==> src/hw/rtl/vang_delay.sv <==
// ----------------------------------------------------------------------------
// vang_delay: payload delay line
// Shifts a word through DEPTH registers whenever the pipeline advances.
// ----------------------------------------------------------------------------
module vang_delay #(
    parameter int WIDTH = 8,
    parameter int DEPTH = 2
) (
    input  logic             aclk,
    input  logic             en,
    input  logic [WIDTH-1:0] d,
    output logic [WIDTH-1:0] q
);

    logic [WIDTH-1:0] tap_reg [DEPTH];

    always_ff @(posedge aclk) begin
        if (en) begin
            tap_reg[0] <= d;
            for (int i = 1; i < DEPTH; i++) begin
                tap_reg[i] <= tap_reg[i-1];
            end
        end
    end

    assign q = tap_reg[DEPTH-1];

endmodule

==> config.mk <==
export PLATFORM = sky130hd
export DESIGN_NAME = vang_delay
export DESIGN_NICKNAME = d
export VERILOG_FILES = /design/src/hw/rtl/vang_delay.sv
export SDC_FILE = /design/constraint.sdc
export NUM_CORES = 1
export LEC_CHECK = 0
export BUFFER_PORTS_ARGS = -buffer_cell sky130_fd_sc_hd__buf_2
export CAP_MARGIN = 0
export CORE_AREA = 2 2 39 41
export DETAILED_ROUTE_END_ITERATION = 6
export DIE_AREA = 0 0 41 43
export PLACE_DENSITY = 0.66
export SETUP_SLACK_MARGIN = 0.3
export SLEW_MARGIN = 0
export SYNTH_ARGS = -nofsm -noshare
export SYNTH_HDL_FRONTEND = slang
export SYNTH_SLANG_ARGS = --single-unit
export TNS_END_PERCENT = 5
==> constraint.sdc <==
create_clock -name aclk -period 0.95 [get_ports aclk]
set_clock_uncertainty 0.15 [all_clocks]
set_input_delay 0.19 -clock aclk [delete_from_list [all_inputs] [get_ports aclk]]
set_output_delay 0.19 -clock aclk [all_outputs]
set_load 0.1 [all_outputs]
# Word-level counts from Yosys, hierarchy flattened
# Memory sizes are Yosys's and may differ from the RTL's.
# Cells that the tools add are included.
# totals
output_inout_bits	8
register_bits	0
memories	1
ramBits	16
elab_cells	3
# op_classes
mux	2
# memory_table
name	depth	width	read_ports	rd_ports_with_merged_regs	wr	line	rtl
tap_reg	2	8	2	0	2	15	logic [WIDTH-1:0] tap_reg [DEPTH];
# ops
cell	count
$mux W1	2

# Depth between registers and ports, before layout
# logic_depth
ltp_word	2
depth_mapped	1

# Least setup slack after synthesis
# No wires, ideal clock.
# synth_timing
kind	register to output
startpoint	memory tap_reg[1][0], in the netlist tap_reg[0][8]
endpoint	output port q[0]
arrival_ns	0.575
setup_slack_ns	0.035
path_stages_with_launch	2
path_buffers	1
path_cell_list	edfxtp_1 > buf_4
# synth_lines
item	line	rtl
from (decl)	15	
to (decl)	12	output logic [WIDTH-1:0] q

==> results.toml <==
[sta]
achievable-frequency_mhz = 815.5
hold_viol = 8
finalSetupViolCount = 8
relSlewSlack_pct = 91.88
rsz0062_at_grt = "true"
holdWs_ns = -0.05854
worstMarginPinSlew_ns = 0.1221
period_minus_slack_ns = 1.226
period_share_pct = 129.1
slew_viol_final = 0
fin_ws_ns = -0.2762

[global_routing]
grt_pass1_vias = 221
antenna_found_initial = 0
grt_overflow = 0
grt_pass1_wl_microns = 890
grt_max_degree = 17
grt_usage_pct = 8.429

[synth]
synth.yosys.warnings = 0
seq_area_frac_synth_pct = 88.89
synthCells = 24
ys_types = 2
syn_area_per_cell_sq_um = 22.52
syn_nets = 34
ys_ff_latch = 16
syn_area_sq_um = 540.5

[flow_run]
cap_violations = 0

[routing]
dr.first_iter.drc_count = 1
firstDrtPassIters = 2
drc = 0
wl_microns = 544
antenna_left = 0
num_vias = 212
via_per_inst = 3.926
wl_per_cell_microns = 10.07

[power_and_ir_drop]
pwr-share-seq_pct = 58.1
clkPwrFrac_pct = 22.1
combPwrFrac_pct = 19.8
switching_share_pct = 26.30
p_sw_mw = 0.3902
total_power_mw = 1.484
ir_drop_uv = 917.6
intPower_mw = 1.093
p_per_area_nw_per_um2 = 1973
p_leak_nw = 0.2919

[floorplanning]
dieArea_sq_um = 1763
die_w_microns = 41
io_pins = 18
initial_core_util_pct = 39.06
die_h_microns = 43
row_count = 14
core-area_sq_um = 1384

[clocking]
cts.sinks = 16
clk_pin_slew_ns = 0.08
cts_max_level = 1
cts_buffers = 3
cts_setup_buffers = 0
cts_tree = "built"
clock-root-buffer = "clkbuf_4"
clk_latency_ns = 0.27
ctsLongestPathBuffers = 2

[min_path]
min_path_type = "in2reg"

[layout]
multi_input_gates = 0
nNetsFinal = 49
drive_gt1_share_pct = 55.26
largest_reg_flops = 16
multi_input_area_sq_um = 0
final_area_sq_um = 752.0
n_antenna_cell = 0
fillers = 111
syn_to_final_growth_pct = 39.12
seqCellArea_sq_um = 480.5

[placed_design]
place_congestion = 0.5760
portBuffers = 17
dpl_cell_area_sq_um = 725.7
post-place-ws_ns = 0.01081

[status]
violations = "negative hold slack, negative setup slack"
outcome = "complete, but fails checks"

[critical_path]
slowest_delay_ns = 0.43
cp_slowest_cell = "edfxtp_1"
critPathCaptureType = "output pin"
crit_chain = "buf_12"
crit_required_ns = 0.61
crit_fanout = 1
crit_arrival_ns = 0.89
path_buf_inv = 1
crit_type = "reg2out"
path_delay_family = "flip-flops"
start_kind = "flop"
==> logic make-up after synthesis <==
family | count (synthesis) | share of synthesized area, %
flip-flops | 16 | 88.89
buffers and inverters | 8 | 11.11
==> stage by stage <==
step | util, % | setup TNS (ns) | hold slack [ns] | instances
4_1_cts | 54.34 | -2.278 | -0.07341 | 54
3_3_place_gp | 52.44 | 0 | 0.2165 | 50
5_1_grt | 54.34 | -2.439 | -0.08258 | 54
2_1_floorplan | - | 0 | 0.1389 | 24
6_report | 54.34 | -2.129 | -0.05854 | 54
3_5_place_dp | 52.44 | 0 | 0.2181 | 50
==> layer usage <==
metal | GRT usage, % | wire length (microns)
met1 | 6.884 | 170
met2 | 13.75 | 317
met3 | 3.141 | 50
met4 | 8.000 | 5
met5 | 0 | 0
==> synth_stat cells <==
| master | count | area, sq um |
|---|---|---|
| buf_4 | 8 | 60.06 |
| edfxtp_1 | 16 | 480.5 |
==> layout by cell type, fill, tap and decap left out <==
| cell | synthesis | layout |
|---|---|---|
| edfxtp_1 | 16 | 16 |
| buf_2 | 0 | 9 |
| buf_12 | 0 | 9 |
| clkbuf_4 | 0 | 3 |
| clkinv_1 | 0 | 1 |
==> power groups by stage <==
stage | registers [mW] | clock network [mW] | logic (mW)
finish | 0.862 | 0.328 | 0.293
CTS | 0.863 | 0.352 | 0.295
global route | 0.867 | 0.378 | 0.302
detailed placement | 0.879 | 0 | 0.295
floorplan | 0.865 | 0 | 0.212
global placement | 0.875 | 0 | 0.293
==> final cells by class <==
cell class	count	area share, %
clock inverters	1	0.4992
clock buffers	3	2.995
well taps	16	2.662
flip-flops and latches	16	63.89
repair buffers	18	29.95
==> final timing paths <==
| check | cells past startpoint | start | endpoint | slack, ns |
|---|---|---|---|---|
| max | 1 | tap_reg[0][10]$_DFFE_PP_ | q[2] | -0.28 |
| min | 1 | d[7] | tap_reg[0][7]$_DFFE_PP_ | -0.06 |
| max reg2reg | 0 | tap_reg[0][2]$_DFFE_PP_ | tap_reg[0][10]$_DFFE_PP_ | 0.16 |
| min reg2reg | 0 | tap_reg[0][6]$_DFFE_PP_ | tap_reg[0][14]$_DFFE_PP_ | 0.28 |
==> timing repair <==
| item | CTS | global route |
|---|---|---|
| endpoints found under the setup margin | 16 | 16 |
| resized for setup | 0 | 0 |
| hold endpoints to repair | 8 | 8 |
Power figures use the tool's default switching activity.
