<file path="src/hw/rtl/vang_mul_split.sv">
// ----------------------------------------------------------------------------
// vang_mul_split: two-stage unsigned multiplier
// Splits both operands into halves, registers four partial products, sums.
// ----------------------------------------------------------------------------
module vang_mul_split #(
    parameter int HW = 16
) (
    input  logic          aclk,
    input  logic          en,
    input  logic [2*HW-1:0] a,
    input  logic [2*HW-1:0] b,
    output logic [4*HW-1:0] p
);

    logic [2*HW-1:0] pp_ll_reg;
    logic [2*HW-1:0] pp_lh_reg;
    logic [2*HW-1:0] pp_hl_reg;
    logic [2*HW-1:0] pp_hh_reg;
    logic [4*HW-1:0] p_reg;

    always_ff @(posedge aclk) begin
        if (en) begin
            pp_ll_reg <= (2*HW)'(a[HW-1:0])    * (2*HW)'(b[HW-1:0]);
            pp_lh_reg <= (2*HW)'(a[HW-1:0])    * (2*HW)'(b[2*HW-1:HW]);
            pp_hl_reg <= (2*HW)'(a[2*HW-1:HW]) * (2*HW)'(b[HW-1:0]);
            pp_hh_reg <= (2*HW)'(a[2*HW-1:HW]) * (2*HW)'(b[2*HW-1:HW]);
            p_reg     <= {pp_hh_reg, pp_ll_reg}
                       + ((4*HW)'(pp_lh_reg) << HW)
                       + ((4*HW)'(pp_hl_reg) << HW);
        end
    end

    assign p = p_reg;

endmodule

</file>
<file path="config.mk">
export PLATFORM = sky130hd
export DESIGN_NAME = vang_mul_split
export DESIGN_NICKNAME = d
export VERILOG_FILES = /design/src/hw/rtl/vang_mul_split.sv
export SDC_FILE = /design/constraint.sdc
export NUM_CORES = 2
export LEC_CHECK = 0
export ABC_AREA = 1
export BUFFER_PORTS_ARGS = -buffer_cell sky130_fd_sc_hd__clkbuf_2
export CAP_MARGIN = 20
export CORE_MARGIN = 2
export CORE_UTILIZATION = 30
export CTS_CLUSTER_DIAMETER = 30
export DETAILED_ROUTE_END_ITERATION = 10
export PLACE_DENSITY = 0.45
export SYNTH_ARGS = -nofsm -noshare
export SYNTH_HDL_FRONTEND = slang
export SYNTH_SLANG_ARGS = --single-unit
export TNS_END_PERCENT = 30
</file>
<file path="constraint.sdc">
create_clock -name aclk -period 7.6 [get_ports aclk]
set_clock_uncertainty 0.2 [all_clocks]
set_input_delay 0.38 -clock aclk [delete_from_list [all_inputs] [get_ports aclk]]
set_output_delay 0.38 -clock aclk [all_outputs]
set_load 0.02 [all_outputs]
</file>
== After elaboration in Yosys (flattened, before gate mapping) ==
Index checks and enable logic that the tools add are counted.

* Logic and storage cells: 11
* Bits in registers: 192

* Multipliers: 4
* $add $sub $neg: 2

{| class="wikitable"
|+ Operators by type and width
! cell !! number
|-
| adder 64 x 48 -> 64 bit || 2
|-
| multiplier 16 x 16 -> 32 bit || 4
|}

== Longest topological paths before layout ==
* Depth in word-level cells: 2
* Mapped depth: 26

== Worst setup path after synthesis ==
No wires, ideal clock.

* Kind: input to register
* Start point: input b[23]
* End point: register pp_hh_reg[22], data pin
* Arrival time: 4.964 ns
* Setup slack: 2.183 ns
* Buffers on the path: 1
* Stages: 23
* Library setup time: 0.252 ns
* Path through: clkbuf_1 > nand2_1 > fa_1 > inv_1 > fa_1 > inv_1 > fa_1 > inv_1 > fa_1 > fa_1 > inv_1 > fa_1 > inv_1 > ha_1 > nand2_1 > nor2_1 > inv_1 > nor3_2 > nand2_1 > nand2_1 > nand2_1 > nand3_1 > nand2_1

* Word-level cells in the longest chain between the ends: 1

{| class="wikitable"
|+ Ends and longest elaborated chain
! what !! line !! source
|-
| start: declaration || 11 || <nowiki>input logic [2*HW-1:0] b,</nowiki>
|-
| multiplier 16 x 16 -> 32 bit || 26 || <nowiki>pp_hh_reg <= (2*HW)'(a[2*HW-1:HW]) * (2*HW)'(b[2*HW-1:HW]);</nowiki>
|-
| end signal: assignment || 26 ||
|-
| end: declaration || 18 || <nowiki>logic [2*HW-1:0] pp_hh_reg;</nowiki>
|}

No other way between the ends.
A chain may end at the register's enable or synchronous reset.

== Worst setup path after layout ==
* Start point: input a[7]
* End point: register pp_ll_reg[17], data pin

* Word-level cells in the longest chain between the ends: 1

{| class="wikitable"
|+ Ends and longest elaborated chain
! what !! line !! source
|-
| start: declaration || 10 || <nowiki>input logic [2*HW-1:0] a,</nowiki>
|-
| multiplier 16 x 16 -> 32 bit || 23 || <nowiki>pp_ll_reg <= (2*HW)'(a[HW-1:0]) * (2*HW)'(b[HW-1:0]);</nowiki>
|-
| end signal: assignment || 23 ||
|-
| end: declaration || 15 || <nowiki>logic [2*HW-1:0] pp_ll_reg;</nowiki>
|}

No other way between the ends.

==> impl_metrics.yaml <==
yosys:
  synth_ff_type: "edfxtp_1"
  async_flop_share: 0
  muxShareOfSynthArea: 0
  ys_ff_latch: 192
  synth_xor_xnor_area_share: 0.0178
  synth_common_cells: "nand2_1 (1791), inv_1 (1721), fa_1 (809)"
  netlist_area_um2: 46200
  synth-simple-area-share: 0.199
  synthAdderAreaFrac: 0.472
  synth_edf_count: 192
  synthCells: 6001
  synth_cell_types: 33
  synth.most_common_cell: "nand2_1"
  synth_top_family_by_area: "adder cells"
  synthTopCellsByArea: "fa_1 (35%), nand2_1 (15%), inv_1 (14%), edfxtp_1 (12%), ha_1 (12%)"
  synth_top_cell_area_share: 0.351
  yosysSeqAreaShare: 0.125
  avgSynthCellArea_um2: 7.70
  yosys.area.top_type: "fa_1"
  syn_nets: 7324
  synth_compound_area_frac: 0.0307
  yosysWarningCount: 0
setup_path:
  cp_slowest_cell: "clkbuf_2"
  cp-endpoint: "pp_ll_reg[17]$_DFFE_PP_"
  ff2ff_path_depth: 13
  path_class: "input pin to flop"
  critPathArrivalTime_ns: 6.35
  crit_fanout: 21
  required_ns: 7.70
  r2r-end: "p[53]$_DFFE_PP_"
  worstSetupEndpointType: "flop"
  worstPathCellList: "clkbuf_2 -> buf_4 -> nand2_1 -> fa_1 -> inv_1 -> fa_1 -> inv_1 -> fa_1 -> inv_1 -> fa_1 -> fa_1 -> inv_1 -> fa_1 -> inv_1 -> ha_1 -> a21oi_1 -> o21ai_0 -> o21bai_1 -> inv_1 -> nand2_1 -> xor2_1"
  max_stage_delay_ns: 0.62
  critPathLaunch: "a[7]"
  startpoint_type: "input pin"
  regToRegSetupSlack_ns: 4.32
  reg2reg_from: "pp_ll_reg[17]$_DFFE_PP_"
layout:
  fin_nets: 7365
  stdcell_area_um2: 50000
  final_util: 0.326
  largest_reg_flops: 64
  syn_to_final_growth_pct: 8.29
  drive_gt1_frac: 0.0540
routing:
  top_layer: "met5"
  drtAntennaViolNets: 0
  drt_iter0_drc: 2463
  drc_errors: 0
  m1WireLength_um: 74900
  viasPerCell: 4.50
  wl_met2_um: 64700
  met3_length_um: 6980
  wl_per_cell_um: 18.5
  wl_um: 150000
  vias: 36479
  drt-pass1-iter-count: 6
clock_network:
  postCtsHoldBufs: 0
  cts_buffers: 17
  clock-root-buffer: "clkbuf_16"
  clk_latency_ns: 0.52
  cts_setup_buffers: 0
  ctsHtreeMaxLevel: 4
  numClockSinks: 192
  cts_tree: "built"
  path_clk_slew_ns: 0.08
  clock_path_buffers: 2
  postCtsResizedCells: 0
grt:
  grt_pass1_vias: 38135
  grt-ovfl-total: 0
  grt_max_degree: 72
  antenna_found_initial: 12
  grt_pass1_wl_um: 234000
  grt_usage: 0.196
place:
  hpwl_um: 123000
  finalWeightedCongestion: 0.908
  dp_slack_ns: 0.810
  portBuffers: 129
  place_area_um2: 49400
floorplanning:
  ios: 130
  die_y_um: 396
  die-area_um2: 157000
  rows: 144
  die_x_um: 396
  fp.coreArea_um2: 154000
  start_util: 0.301
timing:
  final-hold-violation-count: 0
  worst_pin_slew_ns: 1.08
  finalSetupViolCount: 0
  finalCriticalPeriod_ns: 6.25
  max_slew_margin: 0.281
  rsz0062_at_grt: "no"
  fin_tns_setup_ns: 0
  drv_slew: 0
  fmax_ghz: 0.160
  fin_ws_ns: 1.35
  min_period_over_period: 0.822
hold_path:
  worstHoldStart: "pp_ll_reg[15]$_DFFE_PP_"
  min_path_type: "flop to flop"
outcome:
  status: "finished clean"
job:
  cap_violations: 0
## through the flow
step	std cells	hold slack (ns)
detailed placement	8067	0.206
CTS	8099	0.225
finish	8101	0.221
floorplan	6001	0.200
global route	8101	0.231
global placement	8067	0.200
## cell usage in the layout, fill, tap and decap left out, types with 11 or more instances in the layout
cell type / netlist / layout
inv_2: 11 / 11
nand3_1: 143 / 143
a21oi_1: 151 / 151
nor3_1: 27 / 27
edfxtp_1: 192 / 192
xor2_1: 75 / 75
nor2_2: 21 / 21
ha_1: 448 / 448
nand2_1: 1791 / 1791
buf_4: 0 / 80
fa_1: 809 / 809
clkbuf_16: 0 / 17
inv_1: 1721 / 1721
o21bai_1: 11 / 11
nand4_1: 55 / 55
o21ai_0: 73 / 73
nand2_2: 25 / 25
clkbuf_2: 0 / 128
nor2_1: 176 / 176
xnor2_1: 19 / 19
## cell families (layout without fill, tap and decap cells)
kind of cell,count (synthesis),count (layout)
XOR/XNOR,94,94
AND/OR/NAND/NOR,2270,2270
AO/OA/AOI/OAI,264,264
buffers and inverters,1924,1978
other,0,2
flip-flops,192,192
adder cells (fa/ha/maj),1257,1257
## area by class of cell
| type | count | area [um2] |
|---|---|---|
| sequential | 192 | 5770 |
| inverter | 1732 | 6500 |
| clock buffer | 17 | 425 |
| timing repair buffer | 214 | 1360 |
| antenna | 2 | 5.00 |
| clock inverter | 15 | 208 |
| multi-input combinational | 3885 | 33200 |
| fill | 16665 | 103000 |
| tap | 2044 | 2560 |
## per-layer routing
metal,up-vias,global-route usage
met4,12,0.0418
met5,-,0
li1,17477,-
met2,833,0.306
met3,105,0.0216
met1,18052,0.292
## worst min path at each step
stage	to	slack (ns)	depth (start not counted)
CTS	p[0]$_DFFE_PP_	0.23	0
floorplan	p[0]$_DFFE_PP_	0.20	0
global placement	p[2]$_DFFE_PP_	0.20	0
finish	p[15]$_DFFE_PP_	0.22	0
global route	p[15]$_DFFE_PP_	0.23	0
detailed placement	p[0]$_DFFE_PP_	0.21	0
## critical path: cells and delay by family
family / cells / cell delay [ns]
adder cells (fa/ha/maj): 7 / 3.38
buffers and inverters: 8 / 1.33
AO/OA/AOI/OAI: 3 / 0.78
XOR/XNOR: 1 / 0.27
AND/OR/NAND/NOR: 2 / 0.18
Power is left out: the tool's default activity adds up to more than one toggle a clock period on the data nets, which glitch-free logic cannot reach.
