===== config.mk =====
export PLATFORM = sky130hd
export DESIGN_NAME = vang_isqrt
export DESIGN_NICKNAME = d
export VERILOG_FILES = /design/src/hw/rtl/vang_isqrt.sv
export SDC_FILE = /design/constraint.sdc
export NUM_CORES = 1
export LEC_CHECK = 0
export BUFFER_PORTS_ARGS = -buffer_cell sky130_fd_sc_hd__clkbuf_2
export CORE_ASPECT_RATIO = 0.75
export CORE_MARGIN = 2
export CORE_UTILIZATION = 24
export DETAILED_ROUTE_END_ITERATION = 12
export PLACE_DENSITY = 0.37
export REMOVE_ABC_BUFFERS = 1
export SLEW_MARGIN = 40
export SYNTH_ARGS = -nofsm -noshare
export SYNTH_HDL_FRONTEND = slang
export SYNTH_SLANG_ARGS = --single-unit

===== constraint.sdc =====
create_clock -name aclk -period 8.3 [get_ports aclk]
set_input_delay 0.83 -clock aclk [delete_from_list [all_inputs] [get_ports aclk]]
set_output_delay 0.83 -clock aclk [all_outputs]
set_load 0.05 [all_outputs]

===== src/hw/rtl/vang_isqrt.sv =====
// ----------------------------------------------------------------------------
// vang_isqrt: pipelined integer square root
// Settles one root bit per stage, keeping the running remainder.
// ----------------------------------------------------------------------------
module vang_isqrt #(
    parameter int RW = 16
) (
    input  logic            aclk,
    input  logic            en,
    input  logic [2*RW-1:0] v,
    output logic [RW-1:0]   root
);

    logic [2*RW-1:0] rem_reg  [RW];
    logic [RW-1:0]   root_reg [RW];
    logic [2*RW-1:0] rem_in   [RW];
    logic [RW-1:0]   root_in  [RW];

    for (genvar s = 0; s < RW; s++) begin : g_stage
        localparam int B = RW - 1 - s;
        logic [2*RW:0] test;
        logic          take;

        if (s == 0) begin : g_first
            assign rem_in[s]  = v;
            assign root_in[s] = '0;
        end else begin : g_next
            assign rem_in[s]  = rem_reg[s-1];
            assign root_in[s] = root_reg[s-1];
        end

        assign test = ((2*RW+1)'(root_in[s]) << (B + 1)) + ((2*RW+1)'(1) << (2 * B));
        assign take = (2*RW+1)'(rem_in[s]) >= test;

        always_ff @(posedge aclk) begin
            if (en) begin
                root_reg[s] <= root_in[s] | (take ? (RW'(1) << B) : RW'(0));
                if (s < RW - 1) begin
                    rem_reg[s] <= take ? (2*RW)'((2*RW+1)'(rem_in[s]) - test)
                                       : rem_in[s];
                end
            end
        end
    end

    assign root = root_reg[RW-1];

endmodule


# ---- Word-level counts from Yosys, hierarchy flattened
# Memory sizes are Yosys's and may differ from the RTL's.
# Cells that the tools add are included.
dict set report totals {
  ff_bits 0
  ramBits 768
  out_inout_bits 16
  word_cells 96
  memories 2
}
dict set report op_classes {
  n_addsub 30
  magnitude_cmp 16
  muxes 33
  bitwise_logic 15
}
# memory depth word_bits rd rd_clocked_by_memory_dff write_ports line_no
set memory_table {}
lappend memory_table {rem_reg 16 32 15 0 15 14} ;# logic [2*RW-1:0] rem_reg [RW];
lappend memory_table {root_reg 16 16 16 0 16 15} ;# logic [RW-1:0] root_reg [RW];
# op count
set ops {}
lappend ops {{32-bit two-way mux} 15}
lappend ops {{31-bit by 29-bit adder with 32-bit output, second input constant} 1}
lappend ops {{32-bit by 18-bit >= comparator with 1-bit output} 1}
lappend ops {{32-bit by 19-bit >= comparator with 1-bit output} 1}
lappend ops {{32-bit by 20-bit >= comparator with 1-bit output} 1}
lappend ops {{32-bit by 21-bit >= comparator with 1-bit output} 1}
lappend ops {{32-bit by 22-bit >= comparator with 1-bit output} 1}
lappend ops {{32-bit by 23-bit >= comparator with 1-bit output} 1}
lappend ops {{32-bit by 24-bit >= comparator with 1-bit output} 1}
lappend ops {{32-bit by 25-bit >= comparator with 1-bit output} 1}
lappend ops {{32-bit by 26-bit >= comparator with 1-bit output} 1}
lappend ops {{32-bit by 27-bit >= comparator with 1-bit output} 1}
lappend ops {{32-bit by 28-bit >= comparator with 1-bit output} 1}
lappend ops {{32-bit by 29-bit >= comparator with 1-bit output} 1}
lappend ops {{32-bit by 30-bit >= comparator with 1-bit output} 1}
lappend ops {{32-bit by 31-bit >= comparator with 1-bit output} 1}
lappend ops {{32-bit by 31-bit >= comparator with 1-bit output, second input constant} 1}
lappend ops {{32-bit >= comparator} 1}
lappend ops {{32-bit by 19-bit subtractor with 32-bit output} 1}
lappend ops {{32-bit by 20-bit subtractor with 32-bit output} 1}
lappend ops {{32-bit by 21-bit subtractor with 32-bit output} 1}
lappend ops {{32-bit by 22-bit subtractor with 32-bit output} 1}
lappend ops {{32-bit by 23-bit subtractor with 32-bit output} 1}
lappend ops {{32-bit by 24-bit subtractor with 32-bit output} 1}
lappend ops {{other kinds (54)} 56}

# ---- Longest topological paths before layout
# An unclocked memory read counts as a cell.
dict set report logic_depth {
  depth_word 5
  mapped_depth 13
}

# ---- Worst setup path before layout
# Ideal clock, no wire load.
dict set report synth_timing {
  kind {flip-flop to flip-flop}
  startpoint {memory rem_reg[0][210] in the netlist's numbering}
  endpoint {memory rem_reg[0][244] in the netlist's numbering, data pin}
  setup_ns 0.260
  t_arrival_ns 2.408
  setup_slack_ns 5.632
  stages_incl_launch_ff 8
  n_path_buf 0
  synth_period_minus_slack_ns 2.668
  path_cell_list {edfxtp_1 -> ha_1 -> nor2b_1 -> o31a_1 -> o311a_1 -> o31a_1 -> nor3_2 -> mux2_2}
}
# element line_no
set synth_lines {}
lappend synth_lines {{start: declaration} 14}

==> metrics.cfg <==
[status]
status=finished clean

[critical_path]
r2r_end=rem_reg[1][216]
cp_slowest_stage_delay_ns=0.63
crit_path_start_kind=flip-flop
worstRegToRegCells=8
crit_arrival_ns=3.80
crit_fanout=11
reg2reg_slack_ns=4.86
cp_slowest_cell=a21oi_1
crit_path_end=rem_reg[1][216]
crit_chain=inv_1 -> ha_1 -> nand4_1 -> or4_1 -> a211o_1 -> a21oi_1 -> nor4b_1 -> xor2_1
end_kind=flip-flop
path_class=flip-flop to flip-flop
r2r_start=root_reg[6][28]
startpoint=root_reg[6][28]
required_ns=8.66

[synthesis]
synthCells=2247
yosys.cell_types.count=90
synth_top_area_cell=edfxtp_1
synth_edf_count=616
synth.top_cell.area_share_pct=63.19
syn_area_per_cell_sq_um=13.03
synth-main-ff-cell=edfxtp_1
ys_ff_latch=616
synth-seq-area-share_pct=63.19
async_reset_ff_share_pct=0
synthTopCellsByArea=edfxtp_1 (63%), ha_1 (6.4%), xnor2_1 (3.4%)
syn-cell-area_sq_um=29270
ys.warnings.count=0

[placement]
io_buffers=49
gp_congestion=0.8250
hpwl_um=47840

[global_route]
grt_max_degree=107
grt_overflow=0
grt_pass1_wl_um=104500
grt_pass1_vias=18356
track_usage_pct=10.52
antenna_found_initial=0

[cells_and_area]
fin_util_pct=27.95
drive_above_1_share_pct=8.623
largest_reg_flops=480
syn2layout_area_growth_pct=15.11
diodes=0
final_cell_mix=edfxtp_1 (616), inv_1 (173), ha_1 (150)
final_common_cell=edfxtp_1
n_fill_cell=12261
num-nets-final=2523

[sta]
worstMarginPinSlew_ns=0.8082
report.final.slew_viol_count=0
min_period_over_period_pct=41.46
slew_headroom_pct=45.62
finalCriticalPeriod_ns=3.441
fmax_mhz=290.6
final-setup-viol-count=0
fin_setup_tns_ns=0
rsz0062_at_grt=false
finClkSkew_ns=0.01439
final_hold_viol_count=0

[flow_run]
maxCapViolCount=0

[die]
pin_count=50
die_height_um=306.4
die-area_sq_um=124800
start_util_pct=24.28
die_x_um=407.3
core-area_sq_um=120600
rows=110

[clock_tree]
numCtsBuffers=69
clock_latency_ns=0.63
clock_sinks=616
htree_levels=3
cts_tree=built
clockBufferDepth=3
clock_tree.root_cell=clkbuf_16
cts_hold_buffers=0
ctsResizeCount=0
clk_pin_slew_ns=0.06
post-cts-setup-buffer-count=0

[route]
wl_per_cell_um=16.32
avgViaCountPerCell=4.359
totalWireLength_um=65490
dr_total_vias=17493
drc=0
antenna_left=0
drt-initial-drc-count=1011
dr.pass1.iters=5

[pwr]
ir_drop_uv=121.2
powerDensity_nw_per_um2=250.2
p_leak_nw=12.07

[hold_path]
hold_class=input pin to flip-flop
hold_path_startpoint=v[7]

==> per-layer routing <==
| layer | vias up | share of wire, % | GRT usage [%] |
|---|---|---|---|
| met5 | - | 0 | 0 |
| met4 | 0 | 2.9 | 3.730 |
| met3 | 126 | 3.4 | 2.083 |
| met2 | 315 | 48 | 18.07 |
| met1 | 8400 | 46 | 13.12 |
| li1 | 8652 | - | - |
==> synthesized netlist by cell type, types with 5 or more instances <==
master	n
xor2_1	76
a21oi_1	103
a31oi_1	6
or2_2	8
o21a_1	30
nor4_1	63
o31a_1	6
and4_1	6
nand2_1	134
inv_1	173
nor3_1	65
edfxtp_1	616
nor2_1	131
nand4_1	39
o21bai_1	6
and2_1	8
mux2_2	13
mux2i_1	10
and3_1	7
buf_4	7
a2111oi_0	5
ha_1	150
clkbuf_1	18
nor3b_1	7
a21boi_0	5
buf_6	5
nand4b_1	10
o31ai_1	16
or3_1	19
or4_1	17
nor2b_1	22
a211oi_1	19
o21ai_0	111
buf_2	8
a21o_1	31
nor4b_1	17
o21ai_1	5
nand2b_1	28
nand3_1	34
nand3b_1	14
o211ai_1	10
xnor2_1	114
==> power by group <==
part,switching [mW],internal [mW],total [mW]
logic,0.790,0.584,1.37
registers,0.281,3.91,4.19
clock network,1.28,1.59,2.87
total,2.35,6.08,8.43
==> through the flow <==
step / hold slack (ns) / instance area, sq um / cells / setup slack [ns] / total power [mW]
5_1_grt: 0.3322 / 33700 / 4013 / 4.630 / 8.898
2_1_floorplan: 0.4166 / 29050 / 2207 / 4.966 / 5.135
4_1_cts: 0.3172 / 33670 / 4012 / 4.824 / 8.576
3_5_place_dp: 0.4349 / 31600 / 3891 / 4.816 / 5.629
3_3_place_gp: 0.4339 / 31430 / 3887 / 4.758 / 5.599
6_report: 0.3807 / 33700 / 4013 / 4.859 / 8.431
==> worst min-delay path by stage <==
stage	to	cells after the start	slack, ns
5_1_grt	rem_reg[0][1]	1	0.33
2_1_floorplan	rem_reg[0][160]	0	0.42
3_5_place_dp	rem_reg[0][171]	0	0.43
4_1_cts	rem_reg[0][7]	1	0.32
3_3_place_gp	rem_reg[0][171]	0	0.43
6_report	rem_reg[0][7]	1	0.38
==> cells by family after synthesis <==
family,after synthesis,share of synthesized area (%)
buffers and inverters,215,3.013
multiplexers,26,0.9703
XOR/XNOR,190,5.685
adder cells (fa/ha/maj),150,6.412
AO/OA/AOI/OAI,399,8.728
flip-flops,616,63.19
AND/OR/NAND/NOR,651,12.00
==> area by class of cell <==
cell class | count | area (sq um) | share of cell area, %
sequential | 616 | 18500 | 54.90
multi-input combinational | 1416 | 9971 | 29.59
tap | 1624 | 2032 | 6.030
clock buffer | 82 | 1797 | 5.332
inverter | 175 | 656.9 | 1.949
timing repair buffer | 61 | 466.7 | 1.385
clock inverter | 39 | 275.3 | 0.8169
==> worst max-delay path, delay by kind of cell, from the launching register on <==
family / cells / cell delay, ns
AO/OA/AOI/OAI: 2 / 0.99
XOR/XNOR: 1 / 0.11
buffers and inverters: 1 / 0.06
AND/OR/NAND/NOR: 3 / 1.23
adder cells (fa/ha/maj): 1 / 0.40
flip-flops: 1 / 0.39
No activity file was read; power rests on OpenSTA's default activity.
