## config.mk

```make
export PLATFORM = sky130hd
export DESIGN_NAME = vang_cordic
export DESIGN_NICKNAME = d
export VERILOG_FILES = /design/src/hw/rtl/vang_pkg.sv /design/src/hw/rtl/vang_cordic.sv
export SDC_FILE = /design/constraint.sdc
export NUM_CORES = 2
export LEC_CHECK = 0
export BUFFER_PORTS_ARGS = -buffer_cell sky130_fd_sc_hd__buf_2
export CAP_MARGIN = 20
export CORE_MARGIN = 2
export CORE_UTILIZATION = 52
export CTS_CLUSTER_SIZE = 12
export DETAILED_ROUTE_END_ITERATION = 8
export PLACE_DENSITY = 0.7
export SYNTH_ARGS = -nofsm -noshare
export SYNTH_HDL_FRONTEND = slang
export SYNTH_SLANG_ARGS = --single-unit
```

## constraint.sdc

```tcl
create_clock -name aclk -period 6.3 [get_ports aclk]
set_input_delay 0.945 -clock aclk [delete_from_list [all_inputs] [get_ports aclk]]
set_output_delay 0.945 -clock aclk [all_outputs]
set_load 0.01 [all_outputs]
```

## src/hw/rtl/vang_pkg.sv

```systemverilog
// ----------------------------------------------------------------------------
// vang_pkg: shared constants for the 2D vector angle pipeline
// Fixed-point formats, unit latencies and the CORDIC arctangent table.
// ----------------------------------------------------------------------------
package vang_pkg;

    localparam int COORD_WIDTH_DEF = 16;

    // result formats
    localparam int COS_W        = 16;
    localparam int CS_W         = 15;
    localparam int TAN_W        = 32;
    localparam int ANGLE_W      = 16;
    localparam int M_TDATA_W    = 80;
    localparam int M_TUSER_W    = 2;

    // ratio and tangent scaling
    localparam int COS_SHIFT    = 30;
    localparam int TAN_SHIFT    = 17;
    localparam int DIV_QBITS    = 34;
    localparam int ROOT_W       = 16;

    localparam logic [TAN_W-1:0] TAN_POS_MAX = 32'h7FFF_FFFF;
    localparam logic [TAN_W-1:0] TAN_NEG_MAX = 32'h8000_0000;

    // CORDIC
    localparam int CORDIC_STEPS    = 16;
    localparam int CORDIC_PRESHIFT = 10;
    localparam int CORDIC_XW       = 28;
    localparam int CORDIC_ZW       = 25;
    localparam int ANGLE_ZW        = 24;
    localparam int ATAN_W          = 23;
    localparam int QUARTER_Q16     = 90 * 65536;
    localparam int HALF_Q16        = 180 * 65536;
    localparam int ANGLE_ROUND     = 128;
    localparam int ANGLE_FRAC_DROP = 8;

    localparam logic [ATAN_W-1:0] ATAN_DEG_Q16 [CORDIC_STEPS] = '{
        23'd2949120, 23'd1740967, 23'd919879, 23'd466945,
        23'd234379,  23'd117304,  23'd58666,  23'd29335,
        23'd14668,   23'd7334,    23'd3667,   23'd1833,
        23'd917,     23'd458,     23'd229,    23'd115
    };

    // unit latencies in cycles
    localparam int MUL_LAT    = 2;
    localparam int DIV_LAT    = DIV_QBITS + 1;
    localparam int ROOT_LAT   = ROOT_W;
    localparam int CORDIC_LAT = CORDIC_STEPS + 1;

endpackage

```

## src/hw/rtl/vang_cordic.sv

```systemverilog
// ----------------------------------------------------------------------------
// vang_cordic: vectoring CORDIC angle unit
// One rotation per stage, then clamp of the angle to 0..90 degrees Q8.16.
// ----------------------------------------------------------------------------
module vang_cordic (
    input  logic                          aclk,
    input  logic                          en,
    input  logic [vang_pkg::CS_W-1:0]     c,
    input  logic [vang_pkg::CS_W-1:0]     s,
    output logic [vang_pkg::ANGLE_ZW-1:0] z_out
);

    localparam int N  = vang_pkg::CORDIC_STEPS;
    localparam int XW = vang_pkg::CORDIC_XW;
    localparam int ZW = vang_pkg::CORDIC_ZW;

    logic signed [XW-1:0] x_reg [N];
    logic signed [XW-1:0] y_reg [N];
    logic signed [ZW-1:0] z_reg [N];
    logic signed [XW-1:0] x_in  [N];
    logic signed [XW-1:0] y_in  [N];
    logic signed [ZW-1:0] z_in  [N];
    logic [vang_pkg::ANGLE_ZW-1:0] z_out_reg;

    for (genvar i = 0; i < N; i++) begin : g_step
        logic signed [XW-1:0] dx;
        logic signed [XW-1:0] dy;
        logic signed [ZW-1:0] da;

        if (i == 0) begin : g_first
            assign x_in[i] = signed'(XW'(c) << vang_pkg::CORDIC_PRESHIFT);
            assign y_in[i] = signed'(XW'(s) << vang_pkg::CORDIC_PRESHIFT);
            assign z_in[i] = '0;
        end else begin : g_next
            assign x_in[i] = x_reg[i-1];
            assign y_in[i] = y_reg[i-1];
            assign z_in[i] = z_reg[i-1];
        end

        assign dx = y_in[i] >>> i;
        assign dy = x_in[i] >>> i;
        assign da = signed'(ZW'(vang_pkg::ATAN_DEG_Q16[i]));

        always_ff @(posedge aclk) begin
            if (en) begin
                if (y_in[i] > 0) begin
                    z_reg[i] <= z_in[i] + da;
                    if (i < N - 1) begin
                        x_reg[i] <= x_in[i] + dx;
                        y_reg[i] <= y_in[i] - dy;
                    end
                end else begin
                    z_reg[i] <= z_in[i] - da;
                    if (i < N - 1) begin
                        x_reg[i] <= x_in[i] - dx;
                        y_reg[i] <= y_in[i] + dy;
                    end
                end
            end
        end
    end

    always_ff @(posedge aclk) begin
        if (en) begin
            if (z_reg[N-1] < 0) begin
                z_out_reg <= '0;
            end else if (z_reg[N-1] > vang_pkg::QUARTER_Q16) begin
                z_out_reg <= vang_pkg::ANGLE_ZW'(vang_pkg::QUARTER_Q16);
            end else begin
                z_out_reg <= vang_pkg::ANGLE_ZW'(z_reg[N-1]);
            end
        end
    end

    assign z_out = z_out_reg;

endmodule

```

# --- After elaboration in Yosys (flattened, before gate mapping) ---
# Memories as Yosys holds them, arrays and structs flattened.
# Index checks and enable logic that the tools add are counted.
# Widths: inputs -> output; s select.
totals:
  ff_bits: 24
  ramBits: 1296
  output_inout_bits: 24
  word_cells: 302
  mem_count: 3
op_classes:
  n_addsub: 89
  order_cmp: 18
  n_mux: 143
  bitwise: 46
  reduce_logical: 1
mem_list:
  columns: ["name", "words", "word_bits", "rd", "rd_clocked_by_memory_dff", "wr", "line", "rtl"]
  rows:
  - ["x_reg", 16, 28, 14, 0, 15, "vang_cordic.sv:17", "logic signed [XW-1:0] x_reg [N];"]
  - ["y_reg", 16, 28, 15, 0, 15, "vang_cordic.sv:18", "logic signed [XW-1:0] y_reg [N];"]
  - ["z_reg", 16, 25, 16, 0, 16, "vang_cordic.sv:19", "logic signed [ZW-1:0] z_reg [N];"]
op_table:
  columns: ["cell", "count"]
  rows:
  - ["$mux 28", 30]
  - ["$gt 28x1->1 const B", 15]
  - ["$mux 25", 16]
  - ["$mux 1", 96]
  - ["$add 28x14->28", 2]
  - ["$add 28x15->28", 2]
  - ["$add 28x16->28", 2]
  - ["$add 28x17->28", 2]
  - ["$add 28x18->28", 2]
  - ["$add 28x19->28", 2]
  - ["$add 28x20->28", 2]
  - ["$add 28x21->28", 2]
  - ["$add 28x22->28", 2]
  - ["$add 28x23->28", 2]
  - ["$add 28x24->28", 2]
  - ["$add 28x25->28", 2]
  - ["$add 28x26->28", 2]
  - ["$add 28x27->28", 2]
  - ["$sub 28x14->28", 2]
  - ["$sub 28x15->28", 2]
  - ["$sub 28x16->28", 2]
  - ["$sub 28x17->28", 2]
  - ["$sub 28x18->28", 2]
  - ["$sub 28x19->28", 2]
  - ["other kinds (46)", 100]

# --- Longest topological paths before layout ---
# An unclocked memory read counts as a cell.
depth:
  depth_word: 6
  mapped_depth: 24

# --- Worst setup path before layout ---
# Ideal clock, no wire load.
synth_path:
  kind: "flip-flop to flip-flop"
  startpoint: "memory y_reg[0][117] in the netlist's numbering"
  endpoint: "memory z_reg[0][148] in the netlist's numbering, data pin"
  arrival_ps: 5771
  required_ps: 6142
  path_slack_ps: 371
  path_stages_with_launch: 19
  path_buffers: 1
  period_less_slack_ps: 5929
  cell_sequence: "edfxtp_1 or4_1 or4_1 or3_1 or4_1 nor3_2 o21ai_2 clkbuf_1 ha_1 nor2b_1 o21ai_0 a21boi_0 o21ai_0 a21oi_1 o41a_1 a41o_1 o41ai_1 or4b_2 o211ai_1"
synth_lines:
  columns: ["item", "line"]
  rows:
  - ["start, declared", "vang_cordic.sv:18"]
  - ["end, declared", "vang_cordic.sv:19"]

==> metrics.txt <==
status=completed; Top delay family on crit path=compound AO/OA/AOI/OAI gates; Syn Area/Cell=9.66 µm²; Clk Latency, worst-skew pair=0.79 ns; global-route wire length before repair=378 mm; clock sink total=1,102; initial antenna violation count=3; Netlist Area Pre-Place=92,100 µm²; Max-Cap Viols=0; WL/cell=19.8 µm; Vias per Instance=6.01; setup_tns=0 ns; Routability Congestion=0.979; area of the core=176,000 µm²; Hold Slack=0.448 ns; Setup CP Type=flop to flop; clock-pin slew on the worst setup and hold paths=0.06 ns; hold buffer count at CTS=0; grt total ovfl=0; Period minus WS final=6.03 ns; Setup violations, final=0; Initial Util=0.523; CTS max path bufs=3; die width=425 µm; top layer in use=met4; CP startpoint=y_reg[1][141]; Syn. warnings=0; Hold WC Path Type=flop to flop; post-synthesis sequential area ratio=0.359; vias in the first global route=69,800; Final Hold Fails=0; post-CTS setup buffer count=0; min-delay src=z_reg[0][101]; ANT nets after route=0; routed vias=73,000; part of the cycle the worst path needs=0.957; CP max stage delay=0.82 ns; Final Max Tran Viols=0; Worst setup EP type=flop; Residual DRC=0; internal reg-to-reg setup slack=0.27 ns; Fmax achieved=0.166 GHz; final wirelength=240 mm; CP startpoint kind=flop; layout cells sized above 1=0.0569; PortBufs=54; GRT Total Usage=0.261; critical path arrival=6.55 ns; Req. time, crit path=6.82 ns; Slew HR=0.245; drt initial violations=5,693; post-synthesis cell count=9,533; drt pass-1 iters=6; fraction of registers with async set/reset=0; max reg flops=389; Synth Flop Type=edfxtp_1; CTS tree=done; Root Buffer=clkbuf_16; nets=10,800; Die H=425 µm; row cnt=154; origin of the critical flop-to-flop path=y_reg[1][141]; Met2 Routed Length=111 mm; htree depth=4; WP buf/inv=1; Slew @ Worst Pin=1.13 ns; DIE AREA=180,000 µm²; Crit Path Max Fanout=5; Synth Register Bits=1,102; # IOs=56; DRT met1 WL=107 mm; area grow syn2layout=9.08%; crit-path cells=nor4_1, and4_1, a41oi_1, nor2_4, mux2_2, ha_1, a211oi_1, o21ai_0, o311a_1, o41ai_1, o21ai_1, a31o_2, nand2_1, o21ai_0, o221ai_1, xnor2_1, buf_4; Yosys cell types=95; most frequent CP cell=o21ai_0; Post-synth EDFFs=1,102; Worst Skew=0.0356 ns; TritonCTS Buffers=133; largest net degree at the start of global routing=195; slowest CP cell=nor4_1; detailed placement HPWL=190 mm; routed wl met3=13.7 mm
==> cell usage in the layout (no fill, tap or decap), drive strengths merged, types with 133 or more instances in the layout <==
cell    count
a21o      317
a21oi     824
buf       194
clkbuf    154
edfxtp   1102
ha       1059
inv       388
nand2     569
nand2b    141
nand3     167
nor2      764
nor2b     133
nor3      267
o21a      144
o21ai     593
o21bai    135
xnor2     924
xor2      436
==> repair_timing <==
item / in CTS / in global routing
endpoints found under the setup margin: 0 / 35
hold endpoints to repair: 0 / 0
resized for setup: 0 / 30
==> cell families (layout without fill, tap and decap cells) <==
family | Yosys count | after routing | share of synthesized area
buffers and inverters | 546 | 817 | 0.0226
AND/OR/NAND/NOR | 2615 | 2615 | 0.139
other | 1 | 3 | 0.0000407
adder cells (fa/ha/maj) | 1096 | 1096 | 0.152
multiplexers | 53 | 53 | 0.00613
flip-flops | 1102 | 1102 | 0.359
XOR/XNOR | 1360 | 1360 | 0.129
AO/OA/AOI/OAI | 2760 | 2760 | 0.192
==> layout make-up <==
| cell class | instances | area [µm²] |
|---|---|---|
| Sequential cell | 1102 | 33100 |
| Tap cell | 2340 | 2930 |
| Inverter | 386 | 1450 |
| Fill cell | 15200 | 75700 |
| Timing Repair Buffer | 194 | 1410 |
| Clock inverter | 83 | 972 |
| Clock buffer | 154 | 3490 |
| Antenna cell | 1 | 2.50 |
| Multi-Input combinational cell | 7886 | 57100 |
==> Yosys cell counts (57+ instances only) <==
| cell | instances | area share |
|---|---|---|
| a211oi_1 | 79 | 0.0064 |
| o21bai_1 | 135 | 0.011 |
| o31ai_1 | 123 | 0.010 |
| or4_1 | 58 | 0.0047 |
| nor4_1 | 94 | 0.0064 |
| nand2_1 | 569 | 0.023 |
| a31oi_1 | 92 | 0.0063 |
| nor3_1 | 266 | 0.014 |
| a21oi_1 | 824 | 0.045 |
| nor2b_1 | 133 | 0.0090 |
| nand4_1 | 57 | 0.0039 |
| ha_1 | 1059 | 0.14 |
| inv_1 | 379 | 0.015 |
| o41ai_1 | 69 | 0.0066 |
| and2_1 | 62 | 0.0042 |
| a21o_1 | 317 | 0.026 |
| xor2_1 | 436 | 0.041 |
| clkbuf_1 | 142 | 0.0058 |
| xnor2_1 | 924 | 0.088 |
| o21a_1 | 144 | 0.012 |
| nor2_1 | 764 | 0.031 |
| nand3_1 | 167 | 0.0091 |
| o21ai_0 | 589 | 0.032 |
| or3_1 | 85 | 0.0058 |
| and3_1 | 76 | 0.0052 |
| edfxtp_1 | 1102 | 0.36 |
| nand2b_1 | 141 | 0.0096 |
==> per-stage QoR <==
stage / worst slack [ns] / utilization / cells / cell area (µm²)
after floorplan: 0.371 / - / 9534 / 92100
after detailed placement: 0.107 / 0.544 / 11900 / 95800
after global placement: 0.0824 / 0.544 / 11900 / 95800
final: 0.272 / 0.570 / 12100 / 100000
after global routing: -0.00418 / 0.570 / 12100 / 100000
after CTS: 0.0427 / 0.569 / 12100 / 100000
==> layer usage <==
metal	GRT usage	vias to the layer above
met5	0	-
met1	0.350	34600
li1	-	35900
met3	0.0373	425
met2	0.427	2013
met4	0.0972	0
==> worst register-to-register path, cell delays in order (launching register included) <==
cell and delay [ns]:
edfxtp_1 0.45, nor4_1 0.82, and4_1 0.39, a41oi_1 0.19, nor2_4 0.46, mux2_2 0.45
ha_1 0.31, a211oi_1 0.31, o21ai_0 0.16, o311a_1 0.15, o41ai_1 0.48, o21ai_1 0.41
a31o_2 0.37, nand2_1 0.09, o21ai_0 0.17, o221ai_1 0.27, xnor2_1 0.13, buf_4 0.18
==> final timing paths <==
path | cells past startpoint | end
worst max-delay path | 17 | y_reg[1][195]
worst min-delay path | 0 | z_reg[0][126]
worst max register to register | 17 | y_reg[1][195]
worst min register to register | 0 | z_reg[0][126]
Power is not shown: default switching activity piles up to over one toggle a cycle in this logic, so the estimate is an artifact.
